`src/sv/lpfd_pkg.sv`:
```
// ----------------------------------------------------------------------------
// lpfd_pkg
// Shared types and constants of the length-prefixed frame deframer.
// ----------------------------------------------------------------------------
package lpfd_pkg;

  localparam int unsigned FieldWidth = 16;
  localparam int unsigned ByteWidth  = 8;
  localparam int unsigned KindWidth  = 2;
  localparam int unsigned TdataWidth = 56;

  localparam logic [FieldWidth-1:0] MaxLengthReset = 16'd2048;

  // Result kind codes, carried on tuser.
  typedef enum logic [KindWidth-1:0] {
    KIND_BODY    = 2'd0,
    KIND_EMPTY   = 2'd1,
    KIND_ID_ERR  = 2'd2,
    KIND_LEN_ERR = 2'd3
  } kind_t;

  typedef struct packed {
    kind_t                 kind;
    logic [FieldWidth-1:0] msg_id;
    logic [FieldWidth-1:0] msg_length;
    logic [ByteWidth-1:0]  data_byte;
    logic [FieldWidth-1:0] byte_index;
    logic                  last_byte;
  } result_t;

endpackage

```
`src/sv/lpfd_parser.sv`:
```
// ----------------------------------------------------------------------------
// lpfd_parser
// Header collection, limit checks and body byte counting, one byte per cycle while in_accept is high.
// ----------------------------------------------------------------------------
module lpfd_parser (
  input  logic                             clk,
  input  logic                             rst,
  input  logic                             in_accept,
  input  logic [lpfd_pkg::ByteWidth-1:0]   in_byte,
  input  logic [lpfd_pkg::FieldWidth-1:0]  length_limit,
  output logic                             res_valid,
  output lpfd_pkg::result_t                res
);

  typedef enum logic [2:0] {
    ST_HEADER = 3'b001,
    ST_BODY   = 3'b010,
    ST_FAILED = 3'b100
  } state_t;

  state_t                          state, state_next;
  logic [1:0]                      header_count, header_count_next;
  logic [lpfd_pkg::FieldWidth-1:0] id_reg, id_reg_next;
  logic [lpfd_pkg::FieldWidth-1:0] len_reg, len_reg_next;
  logic [lpfd_pkg::FieldWidth-1:0] body_count, body_count_next;
  logic [lpfd_pkg::FieldWidth:0]   body_count_inc;
  logic                            body_last;

  assign body_count_inc = {1'b0, body_count} + 17'd1;
  assign body_last      = body_count_inc >= {1'b0, len_reg};

  always_comb begin
    state_next        = state;
    header_count_next = header_count;
    id_reg_next       = id_reg;
    len_reg_next      = len_reg;
    body_count_next   = body_count;
    res_valid         = 1'b0;
    res.kind          = lpfd_pkg::KIND_BODY;
    res.msg_id        = id_reg;
    res.msg_length    = len_reg;
    res.data_byte     = '0;
    res.byte_index    = '0;
    res.last_byte     = 1'b1;

    case (state)
      ST_HEADER: begin
        case (header_count)
          2'd0:    id_reg_next  = {in_byte, id_reg[7:0]};
          2'd1:    id_reg_next  = {id_reg[15:8], in_byte};
          2'd2:    len_reg_next = {in_byte, len_reg[7:0]};
          default: len_reg_next = {len_reg[15:8], in_byte};
        endcase
        res.msg_id     = id_reg_next;
        res.msg_length = len_reg_next;
        if (header_count != 2'd3) begin
          header_count_next = header_count + 2'd1;
        end else begin
          header_count_next = 2'd0;
          if (id_reg_next > length_limit) begin
            res_valid  = 1'b1;
            res.kind   = lpfd_pkg::KIND_ID_ERR;
            state_next = ST_FAILED;
          end else if (len_reg_next > length_limit) begin
            res_valid  = 1'b1;
            res.kind   = lpfd_pkg::KIND_LEN_ERR;
            state_next = ST_FAILED;
          end else if (len_reg_next == '0) begin
            res_valid = 1'b1;
            res.kind  = lpfd_pkg::KIND_EMPTY;
          end else begin
            state_next      = ST_BODY;
            body_count_next = '0;
          end
        end
      end
      ST_BODY: begin
        res_valid      = 1'b1;
        res.kind       = lpfd_pkg::KIND_BODY;
        res.data_byte  = in_byte;
        res.byte_index = body_count;
        res.last_byte  = body_last;
        if (body_last) begin
          state_next      = ST_HEADER;
          body_count_next = '0;
        end else begin
          body_count_next = body_count_inc[lpfd_pkg::FieldWidth-1:0];
        end
      end
      default: begin
        // Session closed: bytes are consumed and dropped.
      end
    endcase
  end

  always_ff @(posedge clk) begin
    if (rst) begin
      state        <= ST_HEADER;
      header_count <= 2'd0;
      id_reg       <= '0;
      len_reg      <= '0;
      body_count   <= '0;
    end else if (in_accept) begin
      state        <= state_next;
      header_count <= header_count_next;
      id_reg       <= id_reg_next;
      len_reg      <= len_reg_next;
      body_count   <= body_count_next;
    end
  end

endmodule

```
`src/sv/lpfd_out_stage.sv`:
```
// ----------------------------------------------------------------------------
// lpfd_out_stage
// Output register with one skid entry, so input acceptance never waits on
// the downstream ready in the same cycle.
// ----------------------------------------------------------------------------
module lpfd_out_stage (
  input  logic              clk,
  input  logic              rst,
  input  logic              push,
  input  lpfd_pkg::result_t push_data,
  output logic              can_push,
  output logic              out_valid,
  input  logic              out_ready,
  output lpfd_pkg::result_t out_data
);

  logic              skid_valid;
  lpfd_pkg::result_t skid_data;

  assign can_push = !skid_valid;

  always_ff @(posedge clk) begin
    if (rst) begin
      out_valid  <= 1'b0;
      skid_valid <= 1'b0;
    end else if (out_valid && out_ready) begin
      if (skid_valid) begin
        out_data   <= skid_data;
        skid_valid <= 1'b0;
      end else if (push) begin
        out_data <= push_data;
      end else begin
        out_valid <= 1'b0;
      end
    end else if (!out_valid) begin
      if (push) begin
        out_valid <= 1'b1;
        out_data  <= push_data;
      end
    end else if (push) begin
      skid_valid <= 1'b1;
      skid_data  <= push_data;
    end
  end

endmodule

```
`src/sv/length_prefixed_frame_deframer_core.sv`:
```
// ----------------------------------------------------------------------------
// length_prefixed_frame_deframer_core
// Splits a byte stream into messages with a 4-byte id/length header.
// ----------------------------------------------------------------------------
// Usage:
// Received bytes enter on the s_ stream channel, one byte per request. Each
// message begins with a big-endian 16-bit message id and a big-endian 16-bit
// body length. Header bytes produce no output. After the fourth header byte
// the id and then the length are checked against the length limit register
// (written through cfg_wr_en/cfg_wr_data, reset value 2048). A value above
// the limit produces one error request and the block then drops every later
// byte until reset. A zero-length message produces one empty-message request.
// Every body byte produces one request on the m_ channel carrying the id,
// length, byte and its index; tlast marks the final request of a message and
// tuser carries the request kind.
// Timing: one byte is accepted per clock while s_tready is high. Each result
// is registered on the edge that accepts its byte. An output register backed
// by one skid entry decouples the sides: when the receiver stalls, one more
// result is held and s_tready falls only once the skid entry is occupied.
// Reset (rst, synchronous) empties the output, returns to header collection
// and restores the limit to its reset value.
module length_prefixed_frame_deframer_core (
  input  logic                               clk,
  input  logic                               rst,
  // Configuration: length limit.
  input  logic                               cfg_wr_en,
  input  logic [lpfd_pkg::FieldWidth-1:0]    cfg_wr_data,
  // Input stream.
  input  logic                               s_tvalid,
  output logic                               s_tready,
  input  logic [lpfd_pkg::ByteWidth-1:0]     s_tdata,   // rx_byte
  // Output stream.
  output logic                               m_tvalid,
  input  logic                               m_tready,
  // msg_id [15:0], msg_length [31:16], data_byte [39:32], byte_index [55:40]
  output logic [lpfd_pkg::TdataWidth-1:0]    m_tdata,
  output logic [lpfd_pkg::KindWidth-1:0]     m_tuser,   // item_kind
  output logic                               m_tlast    // last_byte
);

  logic [lpfd_pkg::FieldWidth-1:0] length_limit;
  logic                            in_accept;
  logic                            res_valid;
  lpfd_pkg::result_t               res;
  lpfd_pkg::result_t               out_data;

  always_ff @(posedge clk) begin
    if (rst) begin
      length_limit <= lpfd_pkg::MaxLengthReset;
    end else if (cfg_wr_en) begin
      length_limit <= cfg_wr_data;
    end
  end

  assign in_accept = s_tvalid && s_tready;

  lpfd_parser u_parser (
    .clk          (clk),
    .rst          (rst),
    .in_accept    (in_accept),
    .in_byte      (s_tdata),
    .length_limit (length_limit),
    .res_valid    (res_valid),
    .res          (res)
  );

  // The parser's result is captured in the same edge that accepts its byte.
  lpfd_out_stage u_out (
    .clk       (clk),
    .rst       (rst),
    .push      (in_accept && res_valid),
    .push_data (res),
    .can_push  (s_tready),
    .out_valid (m_tvalid),
    .out_ready (m_tready),
    .out_data  (out_data)
  );

  assign m_tdata = {out_data.byte_index, out_data.data_byte,
                    out_data.msg_length, out_data.msg_id};
  assign m_tuser = out_data.kind;
  assign m_tlast = out_data.last_byte;

endmodule

```
`config.mk`:
```
export PLATFORM = sky130hd
export DESIGN_NAME = length_prefixed_frame_deframer_core
export DESIGN_NICKNAME = d
export VERILOG_FILES = /design/src/sv/lpfd_pkg.sv /design/src/sv/lpfd_parser.sv /design/src/sv/lpfd_out_stage.sv /design/src/sv/length_prefixed_frame_deframer_core.sv
export SDC_FILE = /design/constraint.sdc
export NUM_CORES = 1
export LEC_CHECK = 0
export BUFFER_PORTS_ARGS = -buffer_cell sky130_fd_sc_hd__buf_4
export CORE_AREA = 3 3 143 145
export CTS_CLUSTER_SIZE = 25
export DETAILED_ROUTE_END_ITERATION = 10
export DIE_AREA = 0 0 146 148
export PLACE_DENSITY = 0.68
export REMOVE_ABC_BUFFERS = 1
export SYNTH_ARGS = -nofsm -noshare
export SYNTH_HDL_FRONTEND = slang
export SYNTH_SLANG_ARGS = --single-unit
```
`constraint.sdc`:
```
create_clock -name clk -period 7 [get_ports clk]
set_input_delay 1.4 -clock clk [delete_from_list [all_inputs] [get_ports clk]]
set_output_delay 1.4 -clock clk [all_outputs]
set_load 0.02 [all_outputs]
```
==> summary.txt, run 1 <==
Global route
  • First-pass GRT wire length: 43,800 um
  • Overflow after GRT: 0
  • Vias in the first global route: 7,751
  • Largest net degree at the start of global routing: 70
  • Antenna violations before repair: 0
  • GRT Util Overall: 0.255

Cells and area
  • Layout cell share with drive strength beyond 1: 0.144
  • Commonest cells after routing, fill and taps aside: 118 x edfxtp_1, 110 x nand2_1, 103 x buf_4, 83 x inv_1, 71 x dfxtp_1
  • Biggest regs: u_out.out_data (59), u_out.skid_data (59)
  • Layout fillers: between 1,500 and 2,000
  • Multi-input gate area: approximately 4600 um2
  • Nets: 1,173
  • Commonest non-fill, non-tap cell in the layout: edfxtp_1
  • Area delta synth->final: 14.3%
  • N_diodes: 0
  • Reg area: 4960 um2

Critical path
  • Startpoint types: flip-flop
  • Worst Path Max Fanout: 55
  • Worst path cell trace: ha_1 > nor2b_1 > a22oi_1 > inv_1 > ha_1 > nand4_1 > nor4_1 > a21boi_0 > o31ai_1 > o211ai_4 > o21ai_2 > buf_4 > nor2_4 > buf_4
  • Critical Path Sink Type: flip-flop
  • Required time of the critical path: 7.06 ns
  • CP bufs+invs: 3
  • Setup CP Type: flip-flop to flip-flop
  • Crit path max-delay family: compound AO/OA/AOI/OAI gates
  • Critical-path top delay cell: ha_1
  • Worst Path Arrival: 5.26 ns
  • Slowest stage delay, CP: 0.73 ns

Run
  • Max-Cap Viols: 0

Detailed routing
  • Post-DRT Antenna Nets: 0
  • Vias per inst: 5.98
  • DRT Wirelength: 27,300 um
  • Vias: between 8,000 and 9,000
  • DR iter-0 viols: approximately 880
  • Drt pass-1 iters: 6
  • DRC Markers: 0
  • Routed WL per cell: 20.0 um

Clocking
  • # hold bufs at CTS: 0
  • Clock insertion delay at the later pin of the skew report: 0.43 ns
  • CTS H-tree depth: 4
  • Max Buffers Root-to-Sink: 2
  • CTS resizes: 0
  • # Post-CTS Setup Buffers: 0
  • Clock Tree Root: clkbuf_16
  • Clock buffer count from CTS: 17
  • Clock sink total: 189
  • Clock transition at path regs: 0.07 ns
  • CTS tree: yes

Yosys
  • YS warnings: 0
  • FF+latch count, synth: 189
  • Syn_area_per_cell: 9.74 um2
  • Complex-gate fraction of the synthesized area: 0.213
  • Async set-reset flop share out of synthesis: 0
  • Sequential area share after synthesis: 0.488
  • Synth Area in Simple Gates: 0.146
  • Largest family of logic cells by synthesized area: compound AO/OA/AOI/OAI gates
  • Synth Flop Type: edfxtp_1
  • Synth Cell Area: 10,200 um2
  • Distinct cells, synth: 63
  • Synth Area in Adders: 0.0652
  • Post-synth EDFFs: 118
  • Post-Syn Instances: 1,043
  • XOR/XNOR share of the synthesized area: 0.0121
  • Post-synthesis mux area share: 0.0158

STA
  • Post-route minimum period: 5.20 ns
  • Slew Viols, Final: 0
  • Least-Margin Pin Slew: 1.09 ns
  • Setup tns final: 0 ns
  • FMAX: 0.192 GHz
  • Fin Clk Skew: 0.00727 ns
  • Final setup violation count: 0
  • Setup ws final: 1.80 ns
  • Slew HR: 0.270
  • Unrepaired setup endpoints after global routing: no
  • Final Hold Viols: 0
  • Period utilization: 0.743

Power and ir drop
  • Overall power: 2.70 mW
  • Pleak: 4.62 nW
  • Sequential share of power: 0.471
  • Peak supply drop: 0.189 mV
  • Pwr dens: 232 nW/um2
  • Int Power: 1.95 mW
  • Net Sw Frac: 0.277
  • Clock power share: 0.369
  • Gate power share: 0.160
  • Net Switching: around 0.75 mW

Placed design
  • PortBufs: 89
  • Placer Congestion: 0.884
  • Pre-CTS setup slack: 1.86 ns
  • Final HPWL DP: roughly 19,000 um

Outcome
  • Status: completed

Floorplanning
  • Initial core utilization: 0.526
  • Core area: 19,300 um2
  • Row count: 51
  • Die Width: 146 um
  • DIE AREA: 21,600 um2
  • Die Ht: approximately 150 um
  • IO Pins: 90

Min path
  • Hold Path Class: flip-flop to flip-flop
-- synthesized netlist by cell type, drive strengths merged, types with 3 or more instances --
cell type    n  share of area
nand4       16         0.0098
xnor2        7         0.0060
a31oi        7         0.0043
a221oi       6         0.0089
o21ai       64          0.032
a21o         4         0.0030
a211oi      38          0.029
nand2      111          0.042
a22oi       55          0.041
inv         83          0.031
mux2i       16          0.016
nand3       24          0.012
buf         11         0.0058
and2        44          0.027
nor2        69          0.025
nor3         7         0.0034
nor4         3         0.0025
o311ai      15          0.013
a41o         3         0.0030
nor2b       14         0.0086
nand2b       4         0.0025
a21oi       49          0.024
o31ai        3         0.0022
dfxtp       71           0.14
ha          53          0.065
and4         3         0.0026
and3         4         0.0025
clkbuf      63          0.023
o21a         5         0.0037
o211ai      22          0.018
a311o       17          0.017
xor2         7         0.0060
o31a         3         0.0026
edfxtp     118           0.35
-- tightest hold or removal path: cells and delay by family, from the launching register on --
kind	cells	cell delay, ns
flops	1	0.33
simple gates	1	0.07
mux	1	0.06
-- final timing paths --
check | from | to | slack (ns) | cells past startpoint
min | length_limit[6]$_SDFFE_PP0P_ | length_limit[6]$_SDFFE_PP0P_ | 0.50 | 2
min reg2reg | length_limit[6]$_SDFFE_PP0P_ | length_limit[6]$_SDFFE_PP0P_ | 0.50 | 2
max | u_parser.header_count[1]$_SDFFE_PP0P_ | u_out.skid_data[24]$_DFFE_PP_ | 1.80 | 14
max reg2reg | u_parser.header_count[1]$_SDFFE_PP0P_ | u_out.skid_data[24]$_DFFE_PP_ | 1.80 | 14
-- per-layer routing --
metal	vias up	track usage	share of wire
met5	-	0	0
met4	0	0.0767	0.021
met3	44	0.0512	0.077
met2	339	0.368	0.43
met1	3869	0.387	0.48
li1	3931	-	-
-- stage by stage --
stage	utilization	hold slack [ns]	std cells	area (um2)
5_1_grt	0.601	0.525	1369	11600
4_1_cts	0.601	0.497	1369	11600
3_5_place_dp	0.570	0.478	1337	11000
3_3_place_gp	0.570	0.473	1337	11000
2_1_floorplan	-	0.460	969	9870
6_report	0.601	0.495	1369	11600
-- power by group through the flow --
stage	Sequential (mW)	Combinational, mW	Clock [mW]
after floorplan	1.31	0.249	0
after global placement	1.29	0.418	0
after detailed placement	1.29	0.426	0
after CTS	1.27	0.429	1.01
after global routing	1.28	0.478	1.05
final	1.27	0.432	0.997
-- final cells by class --
cell class / count / share of cell area
Sequential cell: 189 / 0.427
Tap cell: 265 / 0.0285
Timing Repair Buffer: 103 / 0.0665
Clock buffer: 19 / 0.0373
Inverter: 84 / 0.0271
Clock inverter: 13 / 0.0142
Multi-Input combinational cell: 696 / 0.399
-- cells by family (layout without fill, tap and decap cells) --
kind of cell             Yosys count  count (layout)
AND/OR/NAND/NOR                  309             309
XOR/XNOR                          14              14
buffers and inverters            158             219
flip-flops                       189             189
multiplexers                      16              16
adder cells (fa/ha/maj)           53              53
AO/OA/AOI/OAI                    304             304
(Power assumes the default switching activity.)
==> run 2, diff against run 1 <==
--- a/config.mk
+++ b/config.mk
@@ -10,7 +10,7 @@
 export CTS_CLUSTER_SIZE = 25
 export DETAILED_ROUTE_END_ITERATION = 10
 export DIE_AREA = 0 0 146 148
-export PLACE_DENSITY = 0.68
+export PLACE_DENSITY = 0.71
 export REMOVE_ABC_BUFFERS = 1
 export SYNTH_ARGS = -nofsm -noshare
 export SYNTH_HDL_FRONTEND = slang
==> constraint.sdc (replaced) <==
create_clock -name clk -period 4.4 [get_ports clk]
set_input_delay 0.88 -clock clk [delete_from_list [all_inputs] [get_ports clk]]
set_output_delay 0.88 -clock clk [all_outputs]
set_load 0.02 [all_outputs]
==> run 2 against run 1 <==
  * Maximum frequency rose by 26%
  * Combinational power rose by 65%
  * Wire length fell by 1.0%
  * First-iteration DRC count rose by 1.6%
  * Clock skew rose by 0.0025 ns
  * Critical path depth did not move
  * Clock-buffer cell count rose by 1
  * Global-route usage fell by 0.53 points
  * Via count rose by 2.1%
  * Power rose by 60%
  * Core utilization rose by 0.93 points
  * Worst setup slack got worse by 1.5 ns
==> summary.txt, run 2 (same netlist as run 1, synthesis figures left out) <==
Outcome
  • Status: completed

STA
  • Slew Viols, Final: 0
  • Final Hold Viols: 0
  • Final setup violation count: 0
  • Unrepaired setup endpoints after global routing: no
  • FMAX: 0.242 GHz
  • Post-route minimum period: 4.13 ns
  • Fin Clk Skew: between 0.009 and 0.01 ns
  • Slew HR: 0.345
  • Period utilization: 0.938
  • Setup ws final: approximately 0.27 ns
  • Least-Margin Pin Slew: 0.982 ns

Cells and area
  • Layout cell share with drive strength beyond 1: 0.159
  • Biggest regs: u_out.out_data (59), u_out.skid_data (59)
  • Commonest cells after routing, fill and taps aside: 122 x buf_4, 118 x edfxtp_1, 110 x nand2_1, 83 x inv_1, 71 x dfxtp_1
  • Final core occ: 0.610
  • Non-Filler Instances: 1,390
  • Commonest non-fill, non-tap cell in the layout: buf_4
  • N_diodes: 0
  • Fin area: between 10,000 and 15,000 um2
  • Nets: around 1,200
  • Area delta synth->final: 16.1%

Global route
  • Overflow after GRT: 0
  • First-pass GRT wire length: 43,000 um
  • Met3 usage: 0.0607
  • Antenna violations before repair: 0
  • Met2 GRT Util: 0.361
  • Largest net degree at the start of global routing: 69
  • Global routing's busiest layer: met1
  • Vias in the first global route: approximately 7,800
  • Met1 Track Usage GR: 0.367
  • GRT Util Overall: 0.249

Placed design
  • PortBufs: 89
  • Final HPWL DP: 18,500 um
  • Pre-CTS setup slack: 0.356 ns
  • Placed cell count: 1,358
  • Placed Instance Area: 11,200 um2
  • Placer Congestion: roughly 0.94

Floorplanning
  • Initial core utilization: 0.526
  • IO Pins: 90
  • Row count: 51
  • Core area: 19,300 um2
  • Die Ht: 148 um
  • DIE AREA: 21,600 um2
  • Die Width: approximately 150 um

Clocking
  • Clock Tree Root: clkbuf_16
  • Clock buffer count from CTS: 17
  • CTS resizes: 0
  • Max Buffers Root-to-Sink: 2
  • # Post-CTS Setup Buffers: 0
  • Clock sink total: 189
  • # hold bufs at CTS: 0
  • Clock insertion delay at the later pin of the skew report: about 0.43 ns
  • CTS H-tree depth: 4
  • CTS tree: yes
  • Clock transition at path regs: 0.07 ns

Critical path
  • Worst Path Max Fanout: 8
  • Worst Path Arrival: 4.49 ns
  • Slowest stage delay, CP: 0.76 ns
  • Startpoint types: flip-flop
  • Crit path max-delay family: compound AO/OA/AOI/OAI gates
  • Required time of the critical path: about 4.8 ns
  • Critical-path top delay cell: a2111oi_0
  • CP bufs+invs: 3
  • Critical Path Sink Type: flip-flop
  • Setup CP Type: flip-flop to flip-flop
  • Worst path cell trace: inv_1 > ha_1 > nand2b_1 > a22oi_1 > inv_1 > ha_1 > a21oi_1 > o21ai_0 > a221o_1 > o31a_1 > a2111oi_0 > buf_4 > o211ai_1 > a21oi_1

Power and ir drop
  • Pwr dens: between 300 and 400 nW/um2
  • Sequential share of power: 0.467
  • Pleak: 4.72 nW
  • Peak supply drop: 0.285 mV
  • Net Sw Frac: 0.275
  • Clock power share: 0.368
  • Net Switching: 1.19 mW
  • Int Power: 3.13 mW
  • Gate power share: 0.165

Run
  • Max-Cap Viols: 0

Detailed routing
  • Post-DRT Antenna Nets: 0
  • Vias: between 8,000 and 9,000
  • DR iter-0 viols: 898
  • DRT Wirelength: 27,000 um
  • DRC Markers: 0
  • Drt pass-1 iters: 5
  • Routed WL per cell: around 19 um
  • Vias per inst: 6.01

Min path
  • Hold Path Class: flip-flop to flip-flop
run 2: path summary, 6_finish.rpt:
path	start	to	slack, ns	cells past startpoint
worst min-delay path	length_limit[6]$_SDFFE_PP0P_	length_limit[6]$_SDFFE_PP0P_	0.50	2
worst max register to register	u_parser.header_count[0]$_SDFFE_PP0P_	u_parser.body_count[7]$_SDFFE_PP0P_	0.27	14
worst max-delay path	u_parser.header_count[0]$_SDFFE_PP0P_	u_parser.body_count[7]$_SDFFE_PP0P_	0.27	14
worst min register to register	length_limit[6]$_SDFFE_PP0P_	length_limit[6]$_SDFFE_PP0P_	0.50	2
run 2: routing by layer:
layer	routed length [um]	vias up
met2	11600	363
met3	2140	43
met5	0	-
met1	12700	3979
li1	-	3973
met4	646	0
run 2: power groups by stage:
stage / Combinational [mW] / Sequential [mW] / Clock [mW]
2_1_floorplan: 0.397 / 2.09 / 0
3_3_place_gp: 0.684 / 2.05 / 0
3_5_place_dp: 0.699 / 2.06 / 0
4_1_cts: 0.705 / 2.02 / 1.61
5_1_grt: 0.783 / 2.03 / 1.67
6_report: 0.712 / 2.02 / 1.59
run 2: final cells by class:
cell class | count | area, um2
fillers | 1657 | 7530
flip-flops and latches | 189 | 4960
multi-input cells | 696 | 4640
repair buffers | 124 | 956
clock buffers | 20 | 437
well taps | 265 | 332
inverters | 84 | 315
clock inverters | 12 | 160
run 2: metrics by stage:
step / TNS [ns] / power (mW) / hold WS (ns)
floorplan: -116.06 / 2.48 / 0.460
global placement: 0 / 2.74 / 0.473
detailed placement: 0 / 2.76 / 0.488
CTS: 0 / 4.33 / 0.507
global route: 0 / 4.48 / 0.522
finish: 0 / 4.32 / 0.503
run 2: worst min-delay path, cell delays in order, from the launching register on:
cell     delay (ns)
dfxtp_1        0.33
mux2i_1        0.07
nor2_1         0.07
